===== config.mk =====
export PLATFORM = sky130hd
export DESIGN_NAME = path_label_stream_decoder_core_flat
export DESIGN_NICKNAME = d
export VERILOG_FILES = /design/src/pld_pkg.sv /design/src/pld_stream_if.sv /design/src/path_label_stream_decoder_core.sv /design/src/flat_wrapper.sv
export SDC_FILE = /design/constraint.sdc
export NUM_CORES = 1
export LEC_CHECK = 0
export BUFFER_PORTS_ARGS = -buffer_cell sky130_fd_sc_hd__buf_2
export CAP_MARGIN = 20
export CORE_UTILIZATION = 36
export DETAILED_ROUTE_END_ITERATION = 7
export PLACE_DENSITY = 0.51
export SLEW_MARGIN = 0
export SYNTH_ARGS = -nofsm -noshare
export SYNTH_HDL_FRONTEND = slang
export SYNTH_SLANG_ARGS = --single-unit

===== constraint.sdc =====
create_clock -name clk -period 18.48 [get_ports clk]
set_clock_uncertainty 0.2 [all_clocks]
set_input_delay 1.848 -clock clk [delete_from_list [all_inputs] [get_ports clk]]
set_output_delay 1.848 -clock clk [all_outputs]
set_load 0.005 [all_outputs]

===== src/pld_pkg.sv =====
`default_nettype none

package pld_pkg;

    // largest interface name length that a label may carry
    localparam int unsigned IFACE_MAX = 15;

    // fixed field sizes of the label, in bytes
    localparam int unsigned IDENT_BYTES  = 8;
    localparam int unsigned WEIGHT_BYTES = 4;
    localparam int unsigned MASK_BYTES   = 8;

    // parse phases
    typedef enum logic [2:0] {
        PH_IDENT  = 3'd0,
        PH_LEN    = 3'd1,
        PH_NAME   = 3'd2,
        PH_WEIGHT = 3'd3,
        PH_MASK   = 3'd4,
        PH_DONE   = 3'd5,
        PH_ERR    = 3'd6
    } phase_t;

    // result kinds
    localparam logic [1:0] KIND_NAME  = 2'd0;
    localparam logic [1:0] KIND_LABEL = 2'd1;
    localparam logic [1:0] KIND_ERROR = 2'd2;

    // error codes
    localparam logic [1:0] ERR_NONE      = 2'd0;
    localparam logic [1:0] ERR_BAD_LEN   = 2'd1;
    localparam logic [1:0] ERR_TRUNCATED = 2'd2;

    // one input item
    typedef struct packed {
        logic [7:0] data_byte;
        logic       final_byte;
    } in_item_t;

    // one result item
    typedef struct packed {
        logic [1:0]  result_kind;
        logic [7:0]  name_char;
        logic [63:0] path_ident;
        logic [7:0]  name_length;
        logic [31:0] path_weight;
        logic [63:0] class_mask;
        logic [1:0]  error_code;
    } out_item_t;

endpackage

`default_nettype wire


===== src/pld_stream_if.sv =====
`default_nettype none

interface pld_stream_if #(
    parameter type payload_t = logic
);
    logic     valid;
    logic     ready;
    payload_t data;

    modport source (output valid, output data, input ready);
    modport sink (input valid, input data, output ready);
endinterface

`default_nettype wire


===== src/path_label_stream_decoder_core.sv =====
`default_nettype none

// Path label stream decoder. Takes a payload one byte per item (final_byte marks the
// last byte) laid out as an 8-byte big-endian path id, a length byte, that many name
// bytes, a 4-byte big-endian weight and an 8-byte big-endian DSCP mask. Each name byte
// comes out as a kind 0 item, the finished label as one kind 1 record, and a length of
// zero or above IFACE_MAX (code 1) or an early final byte (code 2) as a kind 2 record;
// after an error or a finished label the rest of the payload is dropped. The block
// takes one byte per cycle: a byte is registered at the input, then parsed against the
// phase state and written to the result register, which offers the result on the
// output. Throughput drops only while the result register holds an item that the sink
// has not taken.
module path_label_stream_decoder_core #(
    parameter int unsigned IFACE_MAX = pld_pkg::IFACE_MAX
) (
    input  wire logic         clk,
    input  wire logic         rst_n,
    pld_stream_if.sink        bytes,
    pld_stream_if.source      results
);

    // input stage
    logic                 in_valid_reg;
    logic [7:0]           in_byte_reg;
    logic                 in_last_reg;

    // parse state
    pld_pkg::phase_t      phase_reg, phase_next;
    logic [7:0]           count_reg, count_next;
    logic [63:0]          ident_reg, ident_next;
    logic [7:0]           length_reg, length_next;
    logic [31:0]          weight_reg, weight_next;
    logic [63:0]          mask_reg, mask_next;

    // result stage
    logic                 out_valid_reg;
    pld_pkg::out_item_t   out_item_reg, out_item_next;
    logic                 emit;

    logic                 advance;
    logic [7:0]           count_inc;
    logic                 err_hit;
    logic [1:0]           err_code;

    // an item moves on when the result slot is free or being emptied
    assign advance     = in_valid_reg && (!out_valid_reg || results.ready);
    assign bytes.ready = !in_valid_reg || advance;

    assign results.valid = out_valid_reg;
    assign results.data  = out_item_reg;

    assign count_inc = count_reg + 8'd1;

    // input register
    always_ff @(posedge clk or negedge rst_n)
    begin
        if (!rst_n)
        begin
            in_valid_reg <= 1'b0;
        end
        else if (bytes.ready)
        begin
            in_valid_reg <= bytes.valid;
        end
    end

    always_ff @(posedge clk)
    begin
        if (bytes.valid && bytes.ready)
        begin
            in_byte_reg <= bytes.data.data_byte;
            in_last_reg <= bytes.data.final_byte;
        end
    end

    // parse one byte against the current phase
    always_comb
    begin
        phase_next    = phase_reg;
        count_next    = count_reg;
        ident_next    = ident_reg;
        length_next   = length_reg;
        weight_next   = weight_reg;
        mask_next     = mask_reg;
        out_item_next = '0;
        emit          = 1'b0;
        err_hit       = 1'b0;
        err_code      = pld_pkg::ERR_NONE;

        case (phase_reg)
            pld_pkg::PH_IDENT:
            begin
                ident_next = {ident_reg[55:0], in_byte_reg};
                count_next = count_inc;
                if (count_inc >= 8'(pld_pkg::IDENT_BYTES))
                begin
                    count_next = '0;
                    phase_next = pld_pkg::PH_LEN;
                end
                if (in_last_reg)
                begin
                    err_hit  = 1'b1;
                    err_code = pld_pkg::ERR_TRUNCATED;
                end
            end
            pld_pkg::PH_LEN:
            begin
                if (in_byte_reg == 8'd0 || in_byte_reg > 8'(IFACE_MAX))
                begin
                    err_hit  = 1'b1;
                    err_code = pld_pkg::ERR_BAD_LEN;
                end
                else
                begin
                    length_next = in_byte_reg;
                    count_next  = '0;
                    phase_next  = pld_pkg::PH_NAME;
                    if (in_last_reg)
                    begin
                        err_hit  = 1'b1;
                        err_code = pld_pkg::ERR_TRUNCATED;
                    end
                end
            end
            pld_pkg::PH_NAME:
            begin
                if (in_last_reg)
                begin
                    err_hit  = 1'b1;
                    err_code = pld_pkg::ERR_TRUNCATED;
                end
                else
                begin
                    count_next = count_inc;
                    if (count_inc >= length_reg)
                    begin
                        count_next = '0;
                        phase_next = pld_pkg::PH_WEIGHT;
                    end
                    emit                      = 1'b1;
                    out_item_next.result_kind = pld_pkg::KIND_NAME;
                    out_item_next.name_char   = in_byte_reg;
                end
            end
            pld_pkg::PH_WEIGHT:
            begin
                weight_next = {weight_reg[23:0], in_byte_reg};
                count_next  = count_inc;
                if (count_inc >= 8'(pld_pkg::WEIGHT_BYTES))
                begin
                    count_next = '0;
                    phase_next = pld_pkg::PH_MASK;
                end
                if (in_last_reg)
                begin
                    err_hit  = 1'b1;
                    err_code = pld_pkg::ERR_TRUNCATED;
                end
            end
            pld_pkg::PH_MASK:
            begin
                mask_next  = {mask_reg[55:0], in_byte_reg};
                count_next = count_inc;
                if (count_inc >= 8'(pld_pkg::MASK_BYTES))
                begin
                    emit                      = 1'b1;
                    out_item_next.result_kind = pld_pkg::KIND_LABEL;
                    out_item_next.path_ident  = ident_reg;
                    out_item_next.name_length = length_reg;
                    out_item_next.path_weight = weight_reg;
                    out_item_next.class_mask  = {mask_reg[55:0], in_byte_reg};
                    count_next                = '0;
                    phase_next                = in_last_reg ? pld_pkg::PH_IDENT
                                                            : pld_pkg::PH_DONE;
                end
                else if (in_last_reg)
                begin
                    err_hit  = 1'b1;
                    err_code = pld_pkg::ERR_TRUNCATED;
                end
            end
            default:
            begin
                // done, error or unused phase: drop bytes until the final one
                if (in_last_reg)
                begin
                    phase_next = pld_pkg::PH_IDENT;
                    count_next = '0;
                end
            end
        endcase

        // error record, then rearm on the final byte or skip the rest
        if (err_hit)
        begin
            emit                      = 1'b1;
            out_item_next             = '0;
            out_item_next.result_kind = pld_pkg::KIND_ERROR;
            out_item_next.error_code  = err_code;
            count_next                = in_last_reg ? 8'd0 : count_next;
            phase_next                = in_last_reg ? pld_pkg::PH_IDENT : pld_pkg::PH_ERR;
        end
    end

    // phase state
    always_ff @(posedge clk or negedge rst_n)
    begin
        if (!rst_n)
        begin
            phase_reg <= pld_pkg::PH_IDENT;
            count_reg <= '0;
        end
        else if (advance)
        begin
            phase_reg <= phase_next;
            count_reg <= count_next;
        end
    end

    // field shift registers, fully rewritten before each use
    always_ff @(posedge clk)
    begin
        if (advance)
        begin
            ident_reg  <= ident_next;
            length_reg <= length_next;
            weight_reg <= weight_next;
            mask_reg   <= mask_next;
        end
    end

    // result register
    always_ff @(posedge clk or negedge rst_n)
    begin
        if (!rst_n)
        begin
            out_valid_reg <= 1'b0;
        end
        else if (advance)
        begin
            out_valid_reg <= emit;
        end
        else if (results.ready)
        begin
            out_valid_reg <= 1'b0;
        end
    end

    always_ff @(posedge clk)
    begin
        if (advance && emit)
        begin
            out_item_reg <= out_item_next;
        end
    end

endmodule

`default_nettype wire


===== src/flat_wrapper.sv =====
// flat-port wrapper written by rule: the top's interface ports become plain ports
module path_label_stream_decoder_core_flat 
#(
    parameter int unsigned IFACE_MAX = pld_pkg::IFACE_MAX
)
  (clk, rst_n, bytes_valid, bytes_data, bytes_ready, results_valid, results_data, results_ready);
  pld_stream_if #(.payload_t(pld_pkg::in_item_t)) bytes_i ();
  pld_stream_if #(.payload_t(pld_pkg::out_item_t)) results_i ();
  input  wire logic clk;
  input  wire logic rst_n;
  input wire logic [$bits(bytes_i.valid)-1:0] bytes_valid;
  input wire logic [$bits(bytes_i.data)-1:0] bytes_data;
  output wire logic [$bits(bytes_i.ready)-1:0] bytes_ready;
  output wire logic [$bits(results_i.valid)-1:0] results_valid;
  output wire logic [$bits(results_i.data)-1:0] results_data;
  input wire logic [$bits(results_i.ready)-1:0] results_ready;
  assign bytes_i.valid = bytes_valid;
  assign bytes_i.data = bytes_data;
  assign bytes_ready = bytes_i.ready;
  assign results_valid = results_i.valid;
  assign results_data = results_i.data;
  assign results_i.ready = results_ready;
  path_label_stream_decoder_core #(.IFACE_MAX(IFACE_MAX)) u_core (.clk(clk), .rst_n(rst_n), .bytes(bytes_i), .results(results_i));
endmodule

# == Word level (Yosys, flattened, before mapping) ==
# Index checks and enable logic that the tools add are counted.
# word_totals
reg_bits,362
latch_bits,0
ramBits,0
mem_bits_ro,0
in_bits,13
output_inout_bits,182
word_cells,93
memories,0
# op_classes
add_sub_neg,1
n_mul,0
div_mod_pow,0
n_lt_le_gt_ge,4
n_eq_ne,10
n_shift,0
n_mux,36
n_bitwise,4
n_reduce_logical,21
# ops
op,count
$mux W8,8
$pmux W8 S4,1
$mux W3,10
$pmux W3 S5,1
$ne A3 B1 Y1 const B,4
$mux W1,9
$reduce_or A3 Y1,3
$add A8 B1 Y8 const B,1
$ge A8 B3 Y1 const B,1
$ge A8 B4 Y1 const B,1
$ge A8 B8 Y1,1
$gt A8 B4 Y1 const B,1
$logic_not A8 Y1,1
$reduce_and A8 Y1,1
$reduce_bool A7 Y1,1
$eq A3 B2 Y1 const B,2
$mux W2,3
$pmux W2 S3,1
$reduce_and A2 Y1,3
$not A1 Y1,4
$pmux W1 S2,2
$eq A3 B1 Y1 const B,1
$eq A3 B3 Y1 const B,1
$logic_and A1 B1 Y1,3
9 further kinds,12

# == Depth between registers and ports, before layout ==
# Gate-level depths: netlist (run 1).
# logic_depth
ltp_word,7
depth_mapped,13

# == Worst setup path before layout (run 1) ==
# No wires, ideal clock.
# synth_timing
kind,input to register
from,input port results_ready
to,"register u_core.out_item_reg, in the netlist u_core.results.data[0] (enable)"
setup_ns,0.722
arrival_time_ns,9.623
required_time_ns,17.558
path_slack_ns,7.935
cell_stages,3
n_path_buf,0
path_cell_list,nand2b_1 > nand2_1 > nor2_1
# synth_between
elab_chain_len,3
# synth_lines
item,line_no,rtl
from (decl),flat_wrapper.sv:16,input wire logic [$bits(results_i.ready)-1:0] results_ready;
$logic_or A1 B1 Y1,path_label_stream_decoder_core.sv:46,assign advance = in_valid_reg && (!out_valid_reg || results.ready);
$logic_and A1 B1 Y1,path_label_stream_decoder_core.sv:46,
$logic_and A1 B1 Y1,path_label_stream_decoder_core.sv:251,if (advance && emit)
to (signal assigned),path_label_stream_decoder_core.sv:253,out_item_reg <= out_item_next;
to (decl),path_label_stream_decoder_core.sv:37,"pld_pkg::out_item_t out_item_reg, out_item_next;"
# Every way passes these cells.
# A chain may end at the register's enable or synchronous reset.

# == Worst setup path in the final report (run 1) ==
# layout_timing
from,input port results_ready
to,output port bytes_ready
# layout_between
elab_chain_len,3
# layout_lines
item,line_no,rtl
$logic_or A1 B1 Y1,path_label_stream_decoder_core.sv:46,
$logic_and A1 B1 Y1,path_label_stream_decoder_core.sv:46,
$logic_or A1 B1 Y1,path_label_stream_decoder_core.sv:47,assign bytes.ready = !in_valid_reg || advance;
to (decl),flat_wrapper.sv:13,output wire logic [$bits(bytes_i.ready)-1:0] bytes_ready;
# Every way passes these cells.

==> results of run 1 <==
kinds of logic after synthesis:
group | count (synthesis) | share of synthesized area
buf+inv | 44 | 0.0205
compound gates | 44 | 0.0249
xor+xnor | 6 | 0.00404
simple gates | 242 | 0.111
mux | 1 | 0.000866
flops | 362 | 0.831
fa+ha+maj | 8 | 0.00770
how the worst min path moves through the flow:
stage	startpoint	endpoint	slack (ns)	cells past startpoint
2_1_floorplan	u_core.ident_reg[2]	u_core.ident_reg[10]	0.22	0
3_3_place_gp	u_core.ident_reg[39]	u_core.ident_reg[47]	0.22	0
3_5_place_dp	u_core.ident_reg[29]	u_core.ident_reg[37]	0.23	0
4_1_cts	u_core.ident_reg[11]	u_core.ident_reg[19]	0.24	0
5_1_grt	u_core.ident_reg[11]	u_core.ident_reg[19]	0.24	0
6_report	u_core.ident_reg[21]	u_core.ident_reg[29]	0.24	0
power by group:
part           switching [mW]  internal, mW
sequential             0.0677          1.10
combinational           0.152        0.0787
clock                   0.300         0.457
total                   0.520          1.63
critical path, delay by kind of cell:
family / cells / cell delay (ns)
simple gates: 2 / 0.55
buf+inv: 2 / 0.23
Yosys cell counts, types with 2 or more instances:
master and count:
nand3_1 6, dfrtp_1 13, or2_2 3, buf_2 3, nor2_1 17, o21ai_0 3
a21o_1 2, ha_1 8, inv_1 14, nor2b_1 3, o21ai_1 2, o211ai_1 4
a22o_1 2, nand2_1 10, or3_1 3, a21oi_1 9, nand4_1 3, clkbuf_1 14
and3_1 5, nand2b_1 3, and2_1 179, xnor2_1 5, o22a_1 4, nor3b_1 3
o21a_1 2, buf_6 13, edfxtp_1 349, nor3_1 4
metal layers:
metal | global-route usage | up-vias
met2 | 0.208 | 213
met4 | 0.0388 | 0
li1 | - | 3017
met1 | 0.188 | 3092
met3 | 0.0261 | 41
met5 | 0 | -
final cells by class:
type                       count  area (sq um)  share of cell area
clock inverter                18           216              0.0138
tap                          461           577              0.0368
sequential                   362         10800               0.689
inverter                      14          52.6             0.00335
timing repair buffer         202          1050              0.0669
multi-input combinational    301          1960               0.125
clock buffer                  49          1010              0.0647
stage by stage:
step                      utilization  area [sq um]
after global routing            0.441         15700
after global placement          0.405         14400
after detailed placement        0.405         14400
after floorplan                     -         13000
after CTS                       0.440         15600
final                           0.441         15700
placed cells by master (no fill, tap or decap), types with 5 or more instances in the layout:
| cell | netlist | final |
|---|---|---|
| buf_4 | 0 | 5 |
| nand2_1 | 10 | 10 |
| clkbuf_16 | 0 | 39 |
| nor2_1 | 17 | 15 |
| clkbuf_1 | 14 | 10 |
| and2_1 | 179 | 179 |
| ha_1 | 8 | 8 |
| bufinv_16 | 0 | 5 |
| inv_1 | 14 | 14 |
| dfrtp_1 | 13 | 13 |
| buf_2 | 3 | 195 |
| edfxtp_1 | 349 | 349 |
| clkinv_2 | 0 | 7 |
| a21oi_1 | 9 | 9 |
| xnor2_1 | 5 | 5 |
| nand3_1 | 6 | 6 |
==> flow_summary.toml, run 1 <==
[run_status]
status = "finished, final reports clean"

[route]
vias = 6363
wl_per_cell_um = 17.6
viasPerCell = 4.52
wl_met3_um = 1420
drt-met1-wl_um = 11500
firstDrtPassIters = 5
dr_wl_met2_um = 11300
drt-total-wl_um = 24800
dr.max_layer_used = "met4"
dr.first_iter.drc_count = 349
postRouteAntennaNets = 0
remaining_drc_errors = 0

[layout]
largest_reg_flops = 180
n_antenna_cell = 0
nets = 941
drive_above_1_share = 0.282
final_cells = 1407
synthToLayoutAreaGrowth_pct = 20.5
num-fill-cells = 3152

[timing]
final_hold_viol_count = 0
fin_crit_ns = 4.68
fmax_mhz = 214
min_period_over_period = 0.253
timing.hold.ws_ns = 0.236
finalMaxSlewViolations = 0
rsz0062_at_grt = "false"
slew_headroom = 0.268
tns_ns = 0
tightest_slew_ns = 1.10
setup_viol = 0
final.setup.worst_slack_ns = 13.80

[synthesis]
synth-async-reset-ratio = 0.0359
yosysSeqAreaShare = 0.831
synth_area_sq_um = 13000
synth-edff-count = 349
ys_ff_latch = 362
ys_top_cells_by_area = "edfxtp_1 81%, and2_1 8.6%, dfrtp_1 2.5%, buf_6 1.1%, ha_1 0.77%"
synth_top_area_share = 0.806
synth_top_area_cell = "edfxtp_1"
synth_top_flop_cell = "edfxtp_1"
syn-num-nets = 728
yosysWarnings = 0
synthCells = 707
avgSynthCellArea_sq_um = 18.4
synth_cell_types = 49

[cts]
htreeDepth = 2
clock-sinks = 362
cts_tree = "done"
cts-root-buf = "clkbuf_16"
clock_latency_ns = 0.51
cts_inserted_buffers = 39
clkTransAtPathRegs_ns = 0.06
postCtsHoldBufs = 0
ctsResizeCount = 0
post_cts_buffers = 0
clk_path_buf_depth = 3

[worst_setup_path]
end_kind = "output pin"
worstPathCellList = "buf_2 > nand2b_1 > or2_2 > buf_2"
required_ns = 16.43
endpoint = "bytes_ready"
critical_path.max_fanout = 4
max_stage_delay_ns = 0.35
timing.rr.start = "u_core.count_reg[0]"
worstPathArrival_ns = 2.63
startpoint_type = "primary input"
crit_top_cell = "buf_2"
startpoint = "results_ready"
r2r_slack_ns = 13.98
cp_slowest_cell = "or2_2"
crit_type = "in -> out"
reg2reg_depth = 9
reg2reg_to = "u_core.results.data[105]"

[floorplanning]
pin_count = 195
design.die.area_sq_um = 36900
rows = 69
die_w_um = 192
initial_utilization = 0.366
chipHeight_um = 192
coreArea_sq_um = 35600

[global_route]
antenna_found_initial = 0
grt_overflow = 0
grt_max_degree = 123
grt_pass1_vias = 6215
grt_first_pass_wirelength_um = 36800
grt_usage = 0.133

[power_and_ir_drop]
vdd_drop_max_mv = 0.0747
total_power_mw = 2.15
cellPowerDensity_nw_per_um2 = 137
p_leak_nw = 5.87

[placed_design]
place_hpwl_um = 14800
io_buffers = 194
dp_cells = 1338
pre_cts_slack_ns = 13.79
gp_congestion = 0.769

[job]
cap_viol_max_count = 0

[worst_hold_path]
hold_path.class = "reg -> reg"
Note: power is estimated with default switching activity, not from simulation.
==> inputs of run 2 (changes only) <==
ABC_AREA = 1   (was default)
PLACE_DENSITY = 0.5   (was 0.51)
clock period = 4.6 ns   (was 18.48 ns; I/O delays follow)
==> flow_summary.toml, run 2 <==
[run_status]
status = "finished, final reports clean"

[timing]
final_hold_viol_count = 0
tightest_slew_ns = 1.05
fin_crit_ns = 3.07
finalMaxSlewViolations = 0
fmax_mhz = 326
setup_viol = 0
final.setup.worst_slack_ns = 1.53
timing.hold.ws_ns = 0.177
slew_headroom = 0.299
rsz0062_at_grt = "false"
min_period_over_period = 0.667
tns_ns = 0

[floorplanning]
die_w_um = 195
rows = 70
design.die.area_sq_um = 38100
pin_count = 195
coreArea_sq_um = 36700
chipHeight_um = 195
initial_utilization = 0.366

[layout]
num-fill-cells = 3349
final_cells = 1696
layout_common_cells = "349 x edfxtp_1, 202 x inv_1, 194 x buf_2"
synthToLayoutAreaGrowth_pct = 21.1
largest_reg_flops = 180
fin_util = 0.444
nets = 1219
fin_area_sq_um = 16300
final_common_cell = "edfxtp_1"
drive_above_1_share = 0.235
n_antenna_cell = 0

[synthesis]
ys_top_cells_by_area = "edfxtp_1 78%, inv_1 5.7%, nor2_1 5.2%, nand2_1 2.8%, dfrtp_1 2.4%"
yosysWarnings = 0
synth_area_sq_um = 13400
avgSynthCellArea_sq_um = 13.9
synth-async-reset-ratio = 0.0359
synth_top_area_share = 0.780
syn-num-nets = 989
synthCells = 968
synth_top_flop_cell = "edfxtp_1"
synth-edff-count = 349
synth_top_area_cell = "edfxtp_1"
synth_cell_types = 30
yosysSeqAreaShare = 0.804
yosysMostFrequentCell = "edfxtp_1"
ys_ff_latch = 362
ys_top_cells_by_count = "349 x edfxtp_1, 203 x inv_1, 188 x nor2_1"

[cts]
cts_tree = "done"
clkTransAtPathRegs_ns = 0.06
clock-sinks = 362
clk_path_buf_depth = 3
htreeDepth = 2
ctsResizeCount = 0
clock_latency_ns = 0.52
cts_inserted_buffers = 39
cts-root-buf = "clkbuf_16"

[worst_setup_path]
worstPathCellList = "ha_2 > nand3_2 > o21ai_1 > nand2_1 > nor2_1 > nand4_1 > nand3_2 > nand2_4 > nand3_2 > nand2_2 > clkinvlp_4 > buf_12"
reg2reg_to = "u_core.results.data[159]"
required_ns = 4.56
startpoint_type = "flip-flop"
r2r_slack_ns = 1.53
timing.rr.start = "u_core.count_reg[1]"
crit_type = "reg -> reg"
critical_path.max_fanout = 86
end_kind = "flip-flop"
cp_slowest_cell = "dfrtp_1"
endpoint = "u_core.results.data[159]"
crit_top_cell = "nand3_2"
startpoint = "u_core.count_reg[1]"
worstPathArrival_ns = 3.03
max_stage_delay_ns = 0.47
reg2reg_depth = 12

[global_route]
grt_pass1_vias = 7072
grt_usage = 0.139
antenna_found_initial = 0
grt_overflow = 0
grt_first_pass_wirelength_um = 40000
grt_max_degree = 99

[placed_design]
pre_cts_slack_ns = 1.54
gp_congestion = 0.798
io_buffers = 194
place_hpwl_um = 16900
dp_cells = 1613
placed_area_sq_um = 14900

[power_and_ir_drop]
cellPowerDensity_nw_per_um2 = 607
total_power_mw = 9.89
vdd_drop_max_mv = 0.345
p_leak_nw = 6.93

[route]
vias = 7340
dr.first_iter.drc_count = 454
wl_per_cell_um = 15.7
remaining_drc_errors = 0
firstDrtPassIters = 4
drt-total-wl_um = 26600
viasPerCell = 4.33
postRouteAntennaNets = 0

[job]
cap_viol_max_count = 0

[worst_hold_path]
hold_path.class = "in -> async"
[run 2: cells by family (layout without fill, tap and decap cells)]
| group | after synthesis | in the layout | synth area share |
|---|---|---|---|
| AO/OA/AOI/OAI | 29 | 29 | 0.0122 |
| XOR/XNOR | 1 | 1 | 0.000652 |
| adder cells (fa/ha/maj) | 8 | 8 | 0.00745 |
| buffers and inverters | 232 | 492 | 0.0746 |
| flip-flops | 362 | 362 | 0.804 |
| AND/OR/NAND/NOR | 336 | 336 | 0.101 |
[run 2: cell type report]
| cell class | instances | area (sq um) | area share |
|---|---|---|---|
| clock buffer | 52 | 1060 | 0.0649 |
| clock inverter | 19 | 184 | 0.0113 |
| inverter | 207 | 781 | 0.0480 |
| multi-input combinational | 374 | 1690 | 0.104 |
| sequential | 362 | 10800 | 0.664 |
| tap | 468 | 586 | 0.0360 |
| timing repair buffer | 214 | 1180 | 0.0723 |
[run 2: what timing repair did]
action / CTS / global route
hold endpoints to repair: 24 / 0
hold buffers: 12 / 0
buffers inserted: 0 / 0
[run 2: where the power goes]
part           switching (mW)  total [mW]  internal (mW)
registers               0.355        5.06           4.71
logic                    1.23        1.80          0.576
clock network            1.23        3.02           1.79
[run 2: worst max-delay path, delay by kind of cell, from the launching register on]
kind            cells  cell delay (ns)
flops               1             0.47
fa+ha+maj           1             0.26
simple gates        8             0.81
buf+inv             2             0.65
compound gates      1             0.15
[run 2: worst min path at each step]
stage	end	depth (start not counted)	startpoint	slack, ns
after floorplan	u_core.count_reg[0]	0	rst_n	-0.04
after global placement	u_core.count_reg[6]	1	rst_n	0.19
after global routing	u_core.count_reg[6]	2	rst_n	0.19
after CTS	u_core.count_reg[4]	2	rst_n	0.17
after detailed placement	u_core.count_reg[4]	1	rst_n	0.20
final	u_core.count_reg[5]	2	rst_n	0.18
[run 2: per-layer routing]
layer,GRT usage,part of all wire
met1,0.179,0.45
met4,0.0487,0.022
met3,0.0292,0.043
met5,0,0
met2,0.231,0.49
